<file path="src/hw/rtl/sscs_ram.sv">
// Generic single-write, single-read RAM with a registered read port.
// Depends on nothing.
module sscs_ram #(
  parameter int WIDTH = 8,
  parameter int DEPTH = 16
) (
  input  logic                     clk,
  input  logic                     we,
  input  logic [$clog2(DEPTH)-1:0] waddr,
  input  logic [WIDTH-1:0]         wdata,
  input  logic [$clog2(DEPTH)-1:0] raddr,
  output logic [WIDTH-1:0]         rdata
);

  logic [WIDTH-1:0] mem [DEPTH];

  always_ff @(posedge clk) begin
    if (we) begin
      mem[waddr] <= wdata;
    end
    rdata <= mem[raddr];
  end

endmodule

</file>
<file path="config.mk">
export PLATFORM = sky130hd
export DESIGN_NAME = sscs_ram
export DESIGN_NICKNAME = d
export VERILOG_FILES = /design/src/hw/rtl/sscs_ram.sv
export SDC_FILE = /design/constraint.sdc
export NUM_CORES = 1
export LEC_CHECK = 0
export BUFFER_PORTS_ARGS = -buffer_cell sky130_fd_sc_hd__clkbuf_2
export CAP_MARGIN = 20
export CORE_MARGIN = 4
export CORE_UTILIZATION = 54
export DETAILED_ROUTE_END_ITERATION = 8
export GPL_TIMING_DRIVEN = 0
export PLACE_DENSITY_LB_ADDON = 0.2
export SLEW_MARGIN = 20
export SYNTH_ARGS = -nofsm -noshare
export SYNTH_HDL_FRONTEND = slang
export SYNTH_SLANG_ARGS = --single-unit
</file>
<file path="constraint.sdc">
create_clock -name clk -period 2.3 [get_ports clk]
set_clock_uncertainty 0.15 [all_clocks]
set_input_delay 0.69 -clock clk [delete_from_list [all_inputs] [get_ports clk]]
set_output_delay 0.69 -clock clk [all_outputs]
set_load 0.02 [all_outputs]
</file>
# Yosys cells after proc, flatten, opt, wreduce, memory -nomap -nowiden
# Memories as Yosys holds them, arrays and structs flattened. A register that Yosys moved wholly into a read port is not among the register bits.
# Index checks and enable logic that the tools add are counted.
# Widths: inputs -> output; s select.
classes:
  n_mux: 2
op_table:
  columns: ["operator", "n"]
  rows:
  - ["$mux 1", 2]
totals:
  word_cells: 3
  output_inout_bits: 8
  ramBits: 128
  n_memories: 1
  regBits: 0
mem_list:
  columns: ["memory", "words", "word_bits", "read_ports", "rd_clocked_by_memory_dff", "write_ports", "line", "source"]
  rows:
  - ["mem", 16, 8, 1, 1, 1, "15", "logic [WIDTH-1:0] mem [DEPTH];"]

# Depth between registers and ports, before layout
logic_depth:
  word_depth: 2
  ltp_mapped: 5
  ltp_nobuf: 3

# Least setup slack after synthesis
# No wires, ideal clock.
synth_path:
  kind: "input-to-reg"
  start: "input port waddr[2]"
  end: "memory mem[0][0] (enable)"
  arrival_time_ps: 1800
  setup_ps: 383
  required_ps: 1767
  path_stages: 2
  setup_slack_ps: -33
  path_cell_list: "or3b_2 -> nor3_1"
synth_rtl:
  columns: ["item", "line", "source"]
  rows:
  - ["start: declaration", "9", "input logic [$clog2(DEPTH)-1:0] waddr,"]
  - ["end: declaration", "15", null]
# No word-level cell before the write port.

# Final worst setup path
layout_path:
  start: "input port waddr[2]"
  end: "memory mem[0][7] (enable)"
# No word-level cell before the write port.

==> summary.md <==
| Metric | Value |
|---|---|
| Outcome | `completed` |
| Crit Path Category | `in2reg` |
| CP Capture Point | `mem[0][7]` |
| Post-Syn Area per Cell | `22.5 um^2` |
| Worst Setup Slack, final | `355 ps` |
| Max transition margin | `0.478` |
| Final Wtd Congestion | `0.747` |
| Post-synth design cell area | `5150 um^2` |
| Final TNS setup | `0 ps` |
| Number of global-route vias before repair | `2419` |
| Worst vdd ir | `546 uV` |
| Die Area | `between 10000 and 15000 um^2` |
| Reg2reg end | `rdata[0]` |
| Critical Path Source | `waddr[2]` |
| Fin area | `6040 um^2` |
| Wirelength, routed | `9440 um` |
| Count of different cell masters after synthesis | `19` |
| Worst-margin pin slew | `between 700 and 800 ps` |
| Synth Register Bits | `136` |
| Static leakage | `a little over 2 nW` |
| DRT Pass-1 Iters | `5` |
| H-tree levels | `4` |
| Post-Place Worst Slack | `-203 ps` |
| Seq pwr share | `0.485` |
| Worst skew pair latency | `530 ps` |
| PostCTS Resize Cnt | `0` |
| Logic gate share of total power | `0.049` |
| Period minus WS final | `1940 ps` |
| Tcrit/Tclk final | `0.846` |
| CTS Sinks | `between 100 and 150` |
| Syn_nets | `approximately 250` |
| Fmax | `0.514 GHz` |
| Psw | `1.21 mW` |
| Critical Path AT | `1950 ps` |
| Largest net degree at the start of global routing | `17` |
| Vias after detailed routing | `2367` |
| TritonCTS Buffers | `17` |
| Reg2reg setup slack | `670 ps` |
| Layout cells sized above 1 | `0.309` |
| Worst Path Required | `2300 ps` |
| Die Span Y | `approximately 110 um` |
| Switching Share | `0.210` |
| Register area share after synthesis | `0.778` |
| Clock share of power | `0.467` |
| Area Growth Syn to Fin | `17.3%` |
| Final setup fails | `0` |
| DR vias/cell | `around 5.7` |
| Clock root buffer | `clkbuf_8` |
| Core area | `9240 um^2` |
| Hold_buf cts | `0` |
| Max Buffers Root-to-Sink | `2` |
| Synthesized instance count | `approximately 230` |
| Int Pwr | `4.54 mW` |
| Register area | `4000 um^2` |
| Final Max Slew Viols | `0` |
| Clock transition at path regs | `60 ps` |
| Detailed Place HPWL | `a little under 6000 um` |
| Nets | `290` |
| Final Hold Vio Count | `0` |
| I/O pins | `26` |
| R2R depth | `3` |
| Setup Fix Bufs, Post-CTS | `0` |
| First-pass GRT wire length | `about 15000 um` |
| # DRC | `0` |
| Initial core utilization | `0.557` |
| Rows | `35` |
| Unrepaired setup endpoints after global routing | `no` |
| Yosys warning total | `0` |
| Max-cap violation count | `0` |
| Area of the multi-input gates | `1080 um^2` |
| Number of buffers added on ports | `24` |
| # diodes | `0` |
| R2R Path Start | `mem[5][0]` |
| Startpoint Class | `primary input` |
| Die X | `106 um` |
| Avg WL per Cell | `22.8 um` |
| Min-delay worst type | `in2reg` |
| CP Capture Type | `flip-flop` |
| Post-layout util | `0.654` |
| Pwr/cell area | `951 nW/um^2` |
| CP max FO | `8` |
| GRT overflow | `0` |
| WHS | `464 ps` |
| CTS tree | `built` |
| Initial antenna violation count | `0` |
| DRT antenna net count | `0` |
| DR iter-0 viols | `186` |
| Fillers | `~600` |
| Total GRT Usage | `0.186` |
| Placement Cell Area | `5450 um^2` |
-- metal layers --
layer  wire [um]  vias to the layer above  global-route usage
met1        4110                     1205               0.266
met4         175                        0              0.0648
met3         645                       12              0.0637
met5           0                        -                   0
li1            -                     1065                   -
met2        4500                       85               0.270
-- layout by cell type, fill, tap and decap left out, types with 2 or more instances in the layout --
master,count
edfxtp_1,128
clkbuf_2,24
mux4_2,18
a22oi_1,16
clkbuf_16,16
mux4_1,14
nor2_1,13
nand2_1,9
dfxtp_1,8
clkinvlp_4,5
nor3_2,4
buf_6,3
buf_2,3
clkdlybuf4s25_2,3
bufinv_16,3
inv_6,3
nand3b_1,2
nand2b_1,2
clkinv_2,2
-- flip-flops by register name (all words and copies together), names as in the netlist --
signal / flops
mem: 128
rdata: 8
-- synth_stat cells --
master,n,area [um^2]
a22oi_1,16,120
and2_1,1,6.26
and2b_1,1,7.51
buf_2,3,15.0
buf_4,1,7.51
buf_6,3,33.8
clkdlybuf4s25_2,3,30.0
dfxtp_1,8,160
edfxtp_1,128,3840
mux4_1,14,368
mux4_2,18,405
nand2_1,9,33.8
nand2b_1,2,12.5
nand3_1,1,5.00
nand3b_1,2,15.0
nor2_1,13,48.8
nor2b_1,1,6.26
nor3_1,4,20.0
or3b_2,1,8.76
-- cell type report --
type | count | share of cell area
clock buffers | 18 | 0.0692
well taps | 129 | 0.0267
repair buffers | 24 | 0.0199
plain buffers | 10 | 0.0143
flip-flops and latches | 136 | 0.663
multi-input cells | 83 | 0.178
clock inverters | 14 | 0.0286
-- power groups by stage --
| stage | registers [mW] | logic (mW) | clock network (mW) |
|---|---|---|---|
| 2_1_floorplan | 2.85 | 0.141 | 0 |
| 3_3_place_gp | 2.83 | 0.275 | 0 |
| 3_5_place_dp | 2.84 | 0.281 | 0 |
| 4_1_cts | 2.78 | 0.282 | 2.69 |
| 5_1_grt | 2.79 | 0.304 | 2.81 |
| 6_report | 2.78 | 0.279 | 2.68 |
-- stage by stage --
stage	power (mW)	std cells
global placement	3.11	382
global route	5.90	414
CTS	5.76	414
floorplan	3.00	229
finish	5.74	414
detailed placement	3.12	382
-- how the worst min path moves through the flow --
stage,to,depth (start not counted),start
CTS,mem[3][4],1,wdata[4]
global placement,rdata[2],3,mem[11][2]
global route,mem[7][6],1,wdata[6]
floorplan,rdata[0],3,mem[7][0]
detailed placement,rdata[1],3,mem[11][1]
finish,mem[0][4],1,wdata[4]
-- critical path, cell delays in order --
cell and delay (ps):
clkbuf_2 100, or3b_2 540, nor3_2 620
-- cell families (layout without fill, tap and decap cells) --
group                  Yosys count  in the layout  share of synthesized area
AOI/OAI and AO/OA               16             16                     0.0233
and+or+nand+nor                 35             35                     0.0318
DFF                            136            136                      0.778
buffers and inverters           10             66                     0.0168
muxes                           32             32                      0.150
Note: power is estimated with default switching activity, not from simulation.
